[config.mk]
export PLATFORM = sky130hd
export DESIGN_NAME = six_channel_biquad_iir_filter
export DESIGN_NICKNAME = d
export VERILOG_FILES = /design/src/sv/bqiir_pkg.sv /design/src/sv/six_channel_biquad_iir_filter.sv
export SDC_FILE = /design/constraint.sdc
export NUM_CORES = 2
export LEC_CHECK = 0
export ABC_CLOCK_PERIOD_IN_PS = 14990
export BUFFER_PORTS_ARGS = -buffer_cell sky130_fd_sc_hd__buf_2
export CAP_MARGIN = 20
export CORE_ASPECT_RATIO = 0.6
export CORE_MARGIN = 5
export CORE_UTILIZATION = 60
export CTS_BUF_LIST = sky130_fd_sc_hd__clkbuf_16
export CTS_CLUSTER_SIZE = 30
export DETAILED_ROUTE_END_ITERATION = 6
export GPL_TIMING_DRIVEN = 1
export HOLD_SLACK_MARGIN = 0.05
export PLACE_DENSITY = 0.87
export REMOVE_ABC_BUFFERS = 1
export SKIP_CTS_REPAIR_TIMING = 1
export SLEW_MARGIN = 20
export SYNTH_ARGS = -nofsm -noshare
export SYNTH_HDL_FRONTEND = slang
export SYNTH_SLANG_ARGS = --single-unit
[constraint.sdc]
create_clock -name clk -period 14.99 [get_ports clk]
set_input_delay 2.2485 -clock clk [delete_from_list [all_inputs] [get_ports clk]]
set_output_delay 2.2485 -clock clk [all_outputs]
set_load 0.05 [all_outputs]
[src/sv/bqiir_pkg.sv]
package bqiir_pkg;

  // Field widths fixed by the stream format
  localparam int CH_W      = 3;
  localparam int COEF_W    = 16;
  localparam int X_W       = 16;
  localparam int ACC_W     = 32;
  localparam int DIV_SHIFT = 14;                  // divide by 16384
  localparam int Y_W       = ACC_W - DIV_SHIFT;   // quotient always fits here
  localparam int FILT_W    = 16;

  localparam int CHANNELS_DEF = 6;
  localparam int ADC_BITS_DEF = 12;

  // Configuration port
  localparam int CFG_IDX_W = 3;
  localparam logic [CFG_IDX_W-1:0] REG_A0 = 3'd0;
  localparam logic [CFG_IDX_W-1:0] REG_A1 = 3'd1;
  localparam logic [CFG_IDX_W-1:0] REG_A2 = 3'd2;
  localparam logic [CFG_IDX_W-1:0] REG_B1 = 3'd3;
  localparam logic [CFG_IDX_W-1:0] REG_B2 = 3'd4;

  localparam logic signed [COEF_W-1:0] A0_RST = 16'sd9098;
  localparam logic signed [COEF_W-1:0] A1_RST = 16'sd18197;
  localparam logic signed [COEF_W-1:0] A2_RST = 16'sd9098;
  localparam logic signed [COEF_W-1:0] B1_RST = 16'sd15579;
  localparam logic signed [COEF_W-1:0] B2_RST = 16'sd4430;

  // Rounding bias so that an arithmetic shift truncates toward zero
  localparam logic signed [ACC_W-1:0] DIV_BIAS = (ACC_W)'((1 << DIV_SHIFT) - 1);

endpackage

[src/sv/six_channel_biquad_iir_filter.sv]
// Six-channel biquad (direct form I) filter for raw ADC samples.
//
// Input stream s_*: one transaction = one ADC sample and its channel number.
// The mid-scale offset is removed, the channel's biquad is run with the five
// shared coefficients, the offset is added back and the result leaves on m_*
// with the channel echoed. A channel number at or above CHANNELS gives a
// result of zero and leaves every history untouched.
//
// Path: the transaction loads the input register; the output register is then
// loaded, when free, after five parallel multipliers, the sum and the
// truncating shift.
// Throughput: one sample per cycle while m_tready is high, also for
// back-to-back samples of one channel; a channel's feedback y1/y2 is written
// in the cycle its result is registered, so the next sample sees it at once.
//
// Stall: when m_tready is low the result holds in the output register; the
// input register still takes one more transaction, then s_tready drops.
// Reset (rst, synchronous): coefficients return to their default low-pass
// set, all channel histories clear to zero, both registers empty.
// Write coefficients through cfg_* only while the stream is idle (unenforced).
module six_channel_biquad_iir_filter
  import bqiir_pkg::*;
#(
  parameter int CHANNELS = CHANNELS_DEF,
  parameter int ADC_BITS = ADC_BITS_DEF,
  localparam int IN_W    = ((CH_W + ADC_BITS + 7) / 8) * 8,
  localparam int OUT_W   = ((CH_W + FILT_W + 7) / 8) * 8
) (
  input  logic                     clk,
  input  logic                     rst,
  input  logic                     s_tvalid,
  output logic                     s_tready,
  input  logic [IN_W-1:0]          s_tdata,   // channel, sample, zero pad
  output logic                     m_tvalid,
  input  logic                     m_tready,
  output logic [OUT_W-1:0]         m_tdata,   // channel_out, filtered, zero pad
  input  logic                     cfg_wr_en,
  input  logic [CFG_IDX_W-1:0]     cfg_index,
  input  logic [COEF_W-1:0]        cfg_data
);

  localparam int IDX_W    = (CHANNELS > 1) ? $clog2(CHANNELS) : 1;
  localparam int OFFSET   = (1 << ADC_BITS) / 2;

  // Coefficient registers
  logic signed [COEF_W-1:0] coef_a0, coef_a1, coef_a2, coef_b1, coef_b2;

  // Per-channel history
  logic signed [X_W-1:0] x1_hist [CHANNELS];
  logic signed [X_W-1:0] x2_hist [CHANNELS];
  logic signed [Y_W-1:0] y1_hist [CHANNELS];
  logic signed [Y_W-1:0] y2_hist [CHANNELS];

  // Input register
  logic                st_valid;
  logic [CH_W-1:0]     st_channel;
  logic [ADC_BITS-1:0] st_sample;

  // Output register
  logic [CH_W-1:0]   out_channel;
  logic [FILT_W-1:0] out_filtered;

  logic advance;
  logic in_range;
  logic [IDX_W-1:0] idx;

  logic [X_W:0]            diff;
  logic signed [X_W-1:0]   x0;
  logic signed [ACC_W-1:0] p0, p1, p2;
  logic signed [COEF_W+Y_W-1:0] p3, p4;
  logic signed [ACC_W-1:0] acc;
  logic signed [ACC_W-1:0] acc_adj;
  logic signed [Y_W-1:0]   y0;
  logic [Y_W-1:0]          y_off;
  logic [FILT_W-1:0]       filtered_next;

  assign advance  = st_valid && (!m_tvalid || m_tready);
  assign s_tready = !st_valid || advance;

  assign in_range = (int'(st_channel) < CHANNELS);
  assign idx      = IDX_W'(st_channel);

  // Datapath: one pass from the input register to the output register
  always_comb begin
    diff    = (X_W + 1)'(st_sample) - (X_W + 1)'(OFFSET);
    x0      = signed'(diff[X_W-1:0]);
    p0      = ACC_W'(coef_a0) * ACC_W'(x0);
    p1      = ACC_W'(coef_a1) * ACC_W'(x1_hist[idx]);
    p2      = ACC_W'(coef_a2) * ACC_W'(x2_hist[idx]);
    p3      = (COEF_W + Y_W)'(coef_b1) * (COEF_W + Y_W)'(y1_hist[idx]);
    p4      = (COEF_W + Y_W)'(coef_b2) * (COEF_W + Y_W)'(y2_hist[idx]);
    // sum wraps mod 2^32
    acc     = p0 + p1 + p2 - signed'(p3[ACC_W-1:0]) - signed'(p4[ACC_W-1:0]);
    // negative sums get a bias so the shift truncates toward zero
    acc_adj = acc + (acc[ACC_W-1] ? DIV_BIAS : '0);
    y0      = signed'(acc_adj[ACC_W-1:DIV_SHIFT]);
    y_off   = y0 + Y_W'(OFFSET);
    filtered_next = in_range ? y_off[FILT_W-1:0] : '0;
  end

  // Coefficients
  always_ff @(posedge clk) begin
    if (rst) begin
      coef_a0 <= A0_RST;
      coef_a1 <= A1_RST;
      coef_a2 <= A2_RST;
      coef_b1 <= B1_RST;
      coef_b2 <= B2_RST;
    end else if (cfg_wr_en) begin
      unique case (cfg_index)
        REG_A0:  coef_a0 <= signed'(cfg_data);
        REG_A1:  coef_a1 <= signed'(cfg_data);
        REG_A2:  coef_a2 <= signed'(cfg_data);
        REG_B1:  coef_b1 <= signed'(cfg_data);
        REG_B2:  coef_b2 <= signed'(cfg_data);
        default: ;
      endcase
    end
  end

  // History update, in the same cycle the result is registered
  always_ff @(posedge clk) begin
    if (rst) begin
      for (int i = 0; i < CHANNELS; i++) begin
        x1_hist[i] <= '0;
        x2_hist[i] <= '0;
        y1_hist[i] <= '0;
        y2_hist[i] <= '0;
      end
    end else if (advance && in_range) begin
      x1_hist[idx] <= x0;
      x2_hist[idx] <= x1_hist[idx];
      y1_hist[idx] <= y0;
      y2_hist[idx] <= y1_hist[idx];
    end
  end

  // Input register
  always_ff @(posedge clk) begin
    if (rst) begin
      st_valid <= 1'b0;
    end else if (s_tready) begin
      st_valid <= s_tvalid;
    end
  end

  always_ff @(posedge clk) begin
    if (s_tvalid && s_tready) begin
      st_channel <= s_tdata[CH_W-1:0];
      st_sample  <= s_tdata[CH_W +: ADC_BITS];
    end
  end

  // Output register
  always_ff @(posedge clk) begin
    if (rst) begin
      m_tvalid <= 1'b0;
    end else if (advance) begin
      m_tvalid <= 1'b1;
    end else if (m_tready) begin
      m_tvalid <= 1'b0;
    end
  end

  always_ff @(posedge clk) begin
    if (advance) begin
      out_channel  <= st_channel;
      out_filtered <= filtered_next;
    end
  end

  assign m_tdata = OUT_W'({out_filtered, out_channel});

endmodule

======== Word level (Yosys, flattened, before mapping) ========
Memory sizes are Yosys's and may differ from the RTL's. A register that Yosys moved wholly into a read port is not among the register bits.
Cells that the tools add are included.
word-level totals
  register bits ........................... 116
  memory bits (writable) .................. 408
  input bits .............................. 40
  output and inout port bits .............. 26
  word-level logic and storage cells ...... 74
  memories kept ........................... 4
memories
  name     words  width  rd ports  clocked after memory_dff  write ports  RTL line                             RTL
  y1_hist  6      18     1         1                         6            six_channel_biquad_iir_filter.sv:51  logic signed [Y_W-1:0] y1_hist [CHANNELS];
  y2_hist  6      18     1         1                         6            six_channel_biquad_iir_filter.sv:52  logic signed [Y_W-1:0] y2_hist [CHANNELS];
  x1_hist  6      16     1         1                         6            six_channel_biquad_iir_filter.sv:49  logic signed [X_W-1:0] x1_hist [CHANNELS];
  x2_hist  6      16     1         1                         6            six_channel_biquad_iir_filter.sv:50  logic signed [X_W-1:0] x2_hist [CHANNELS];
operators by class
  add/subtract/negate cells ............... 7
  multipliers ............................. 5
  $lt $le $gt $ge ......................... 1
  eq/ne operators ......................... 4
  muxes and demuxes ....................... 24
  reduce and logical (&&, ||, !) cells .... 18
operators with widths
  cell                                                 number
  multiplier 16 x 16 -> 32 bit                         2
  multiplier 16 x 18 -> 32 bit                         2
  subtractor 32 bit                                    2
  2-to-1 mux 18 bit                                    2
  OR reduction 18 bit                                  2
  adder 29 x 32 -> 32 bit                              1
  adder 32 x 14 -> 32 bit                              1
  adder 32 bit                                         1
  2-to-1 mux 16 bit                                    2
  OR reduction 16 bit                                  2
  multiplier 16 x 13 -> 29 bit                         1
  2-to-1 mux 3 bit                                     8
  adder 16 x 13 -> 16 bit, second input constant       1
  2-to-1 mux 14 bit                                    1
  subtractor 12 x 12 -> 13 bit, second input constant  1
  2-to-1 mux 1 bit                                     11
  AND reduction 2 bit                                  5
  equality test 3 x 2 -> 1 bit, second input constant  2
  equality test 3 x 1 -> 1 bit, second input constant  1
  equality test 3 bit, second input constant           1
  logical AND 1 bit                                    3
  logical NOT 3 bit                                    1
  < comparator 3 bit, second input constant            1
  logical NOT 1 bit                                    2
  2 further kinds                                      3

======== Depth between registers and ports, before layout ========
  depth after elaboration ................. 9
  gate-level depth with buffers ........... 50
  mapped depth without buffers ............ 45

======== Worst setup path before layout ========
No wires, ideal clock.
  kind .................................... reg2reg
  from .................................... register with a tool-made name
  to ...................................... register out_filtered[15], data pin
  library setup time ...................... 0.146 ns
  arrival time ............................ 12.885 ns
  required time ........................... 14.844 ns
  path slack .............................. 1.958 ns
  stages on the path, launching flop included .. 45
  clock period less this slack ............ 13.032 ns
  cell sequence ........................... dfxtp_1 > buf_6 > buf_6 > buf_6 > buf_1 > buf_1 > mux4_2 > mux2_2 > clkbuf_1 > nand2_1 > ha_1 > fa_1 > inv_1 > fa_1 > inv_1 > fa_1 > inv_1 > fa_1 > (+9 left out) > a21o_1 > a21o_1 > or4_1 > o22ai_1 > xnor2_4 > ha_1 > a2111oi_0 > and3_1 > o21ai_0 > o221a_2 > o311ai_4 > a2111oi_4 > and2b_1 > xnor2_2 > inv_1 > ha_1 > a31o_2 > a21oi_1
RTL lines
  what                  RTL line                              RTL
  end signal, assigned  six_channel_biquad_iir_filter.sv:168  out_filtered <= filtered_next;
  end, declared         six_channel_biquad_iir_filter.sv:61   logic [FILT_W-1:0] out_filtered;

==> qor.yml <==
setup_path:
  path_delay_family: "adder cells"
  crit_slowest_cell: "fa_1"
  max_stage_delay_ns: 0.71
  worstSetupPathType: "flip-flop to flip-flop"
  crit_path_frequent_cell: "fa_1"
  cp-start-kind: "flip-flop"
  crit_required_ns: 15.49
  critPathArrivalTime_ns: 14.92
  critPathBufInv: 10
  cp-end-kind: "flip-flop"
  path_max_fanout: 54
drt:
  drc_errors: 1
  drtAntennaViolNets: 0
  postRouteWirelength_mm: 200
  first_pass_iters: 7
  first_iter_violations: 5480
  post_drt_wl_per_cell_um: 23.2
  viasPerCell: 5.70
  num_vias: 49200
sta:
  tightest_slew_ns: 1.33
  min_period_over_period: 0.962
  fin_crit_ns: 14.42
  max_freq_mhz: 69.4
  fin_worst_skew_ns: 0.0716
  relSlewSlack: 0.111
  hold_viol: 0
  finalMaxSlewViolations: 0
  rsz0062_at_grt: "false"
  setup_violations: 0
outcome:
  status: "complete, but fails checks"
  failed_checks: "DRC"
global_routing:
  grt_use_total: 0.316
  grt_antenna_before_repair: 11
  grt_max_degree: 92
  grt_pass1_wl_mm: 313
  grt_pass1_vias: 54400
  grt_overflow_total: 0
synth:
  synth_flop_cell: "edfxtp_1"
  synthArstFlopShare: 0
  synth_area_leaders: "fa_1, edfxtp_1, inv_1, ha_1, nand2_1"
  avgSynthCellArea_um2: 10.7
  synth_seq_cells: 612
  synth_area_leader_cell: "fa_1"
  syn_inst: 6912
  yosysTopAreaCellShare: 0.408
  synth_edf_count: 527
  synth.distinct_cells: 74
  yosysSeqAreaShare: 0.237
  ys_warn_count: 0
  synth.cell_area_um2: 74000
clock_tree:
  cts.clk_slew.worst_paths_ns: 0.07
  cts.sinks: 612
  cts_root_buf: "clkbuf_16"
  clockBufferDepth: 3
  cts_buffers: 54
  clk_latency_ns: 0.69
  cts_tree: "built"
  htree_levels: 2
finish:
  final_nets: 8773
  area_growth_pct: 5.97
  final_layout_size_suffix_gt1_frac: 0.0670
  finalCoreUtilization: 0.643
  postLayoutCellArea_um2: 78400
floorplanning:
  core-area_um2: 122000
  start_util: 0.607
  die_h_um: 282
  io_pins: 66
  num_rows: 99
  dieArea_um2: 131000
  die_w_um: 463
place:
  dpl_cell_area_um2: 76400
  gp_congestion: 0.974
  portBuffers: 59
  hpwl_mm: 159
min_path:
  hp-class: "flip-flop to flip-flop"
job:
  maxCapViolations: 0
area by class of cell:
type,count,area (um2)
multi-input combinational,4316,49100
timing repair buffer,156,1140
fill,8910,43600
clock inverter,45,428
tap,1616,2020
inverter,1811,6800
clock buffer,55,1380
antenna,10,25.0
sequential,612,17500
per-stage QoR:
stage	TNS (ns)	instances	hold slack (ns)	setup slack, ns
3_5_place_dp	0	8501	0.550	0.539
4_1_cts	0	8601	0.560	0.504
2_1_floorplan	-258.44	6739	0.484	-2.07
3_3_place_gp	0	8501	0.497	0.780
5_1_grt	0	8613	0.598	0.0447
6_report	0	8621	0.563	0.571
Yosys cell counts, types with 8 or more instances:
| library cell | instances |
|---|---|
| nand3b_1 | 37 |
| nand3_1 | 9 |
| and3_1 | 8 |
| mux2_2 | 44 |
| inv_1 | 1809 |
| dfxtp_1 | 85 |
| buf_1 | 29 |
| ha_1 | 274 |
| nand2_1 | 777 |
| clkbuf_1 | 259 |
| nor3_1 | 18 |
| a21o_1 | 11 |
| xnor2_1 | 71 |
| fa_1 | 1508 |
| mux4_2 | 117 |
| xor2_1 | 24 |
| and2_1 | 370 |
| nor2b_1 | 220 |
| or2_2 | 15 |
| nand2b_1 | 97 |
| nor2_1 | 371 |
| a21oi_1 | 73 |
| o21ai_0 | 11 |
| edfxtp_1 | 527 |
| mux2i_1 | 37 |
state kept, by name (all words and copies together), names as in the netlist, named ones only:
name	cells
y1_hist	144
st_sample	12
y2_hist	144
out_filtered	16
m_tvalid	1
coef_a2	16
st_valid	1
x2_hist	104
out_channel	3
coef_b2	16
idx	3
coef_b1	16
x1_hist	101
coef_a1	16
coef_a0	16
worst reg2reg max path, delay by kind of cell (launching register included):
family                     cells  cell delay [ns]
AOI/OAI and AO/OA             13             3.72
xor gates and xnor gates       2             0.91
buffers and inverters         10             1.60
and+or+nand+nor                2             0.60
DFF                            1             0.64
muxes                          2             0.62
adders and majority gates     13             6.22
metal layers:
metal,track usage,wire length [um],up-vias
met5,0,86,-
met4,0.127,10300,12
met3,0.117,32400,525
met2,0.456,83800,3659
met1,0.439,73100,24700
li1,-,-,20300
final timing paths:
kind,startpoint,end,slack (ns),cells after the start
max reg2reg,flip-flop,out_filtered[15],0.57,42
max,flip-flop,out_filtered[15],0.57,42
min,idx[2],out_channel[2],0.56,0
min reg2reg,idx[2],out_channel[2],0.56,0
cell usage in the layout, fill, tap and decap left out, types with 6 or more instances in the layout:
master and n:
inv_1 1815, fa_1 1507, nand2_1 775, edfxtp_1 527
and2_1 370, nor2_1 369, ha_1 274, nor2b_1 220
conb_1 128, mux4_2 117, nand2b_1 92, buf_4 87
dfxtp_1 82, a21oi_1 73, xnor2_1 71, buf_2 59
clkbuf_16 55, mux2_2 44, nand3b_1 37, mux2i_1 30
xor2_1 23, nor3_1 16, or2_2 15, clkinv_1 13
o21ai_0 11, a21o_1 11, diode_2 10, clkinv_2 10
nor2_2 9, and3_1 8, nand3_1 8, o21bai_1 7
mux2i_2 7, nand2b_4 7, o21a_1 6, a211oi_1 6
a31oi_1 6
kinds of logic (layout without fill, tap and decap cells):
logic type	Yosys count	after routing	synth area share
mux	199	199	0.0476
other cells	2	138	0.000101
flops	612	612	0.237
simple gates	1947	1947	0.126
compound gates	159	159	0.0143
fa+ha+maj	1782	1782	0.454
buf+inv	2110	2067	0.108
xor+xnor	101	101	0.0129
Power is not shown: default switching activity piles up to over one toggle a cycle in this logic, so the estimate is an artifact.
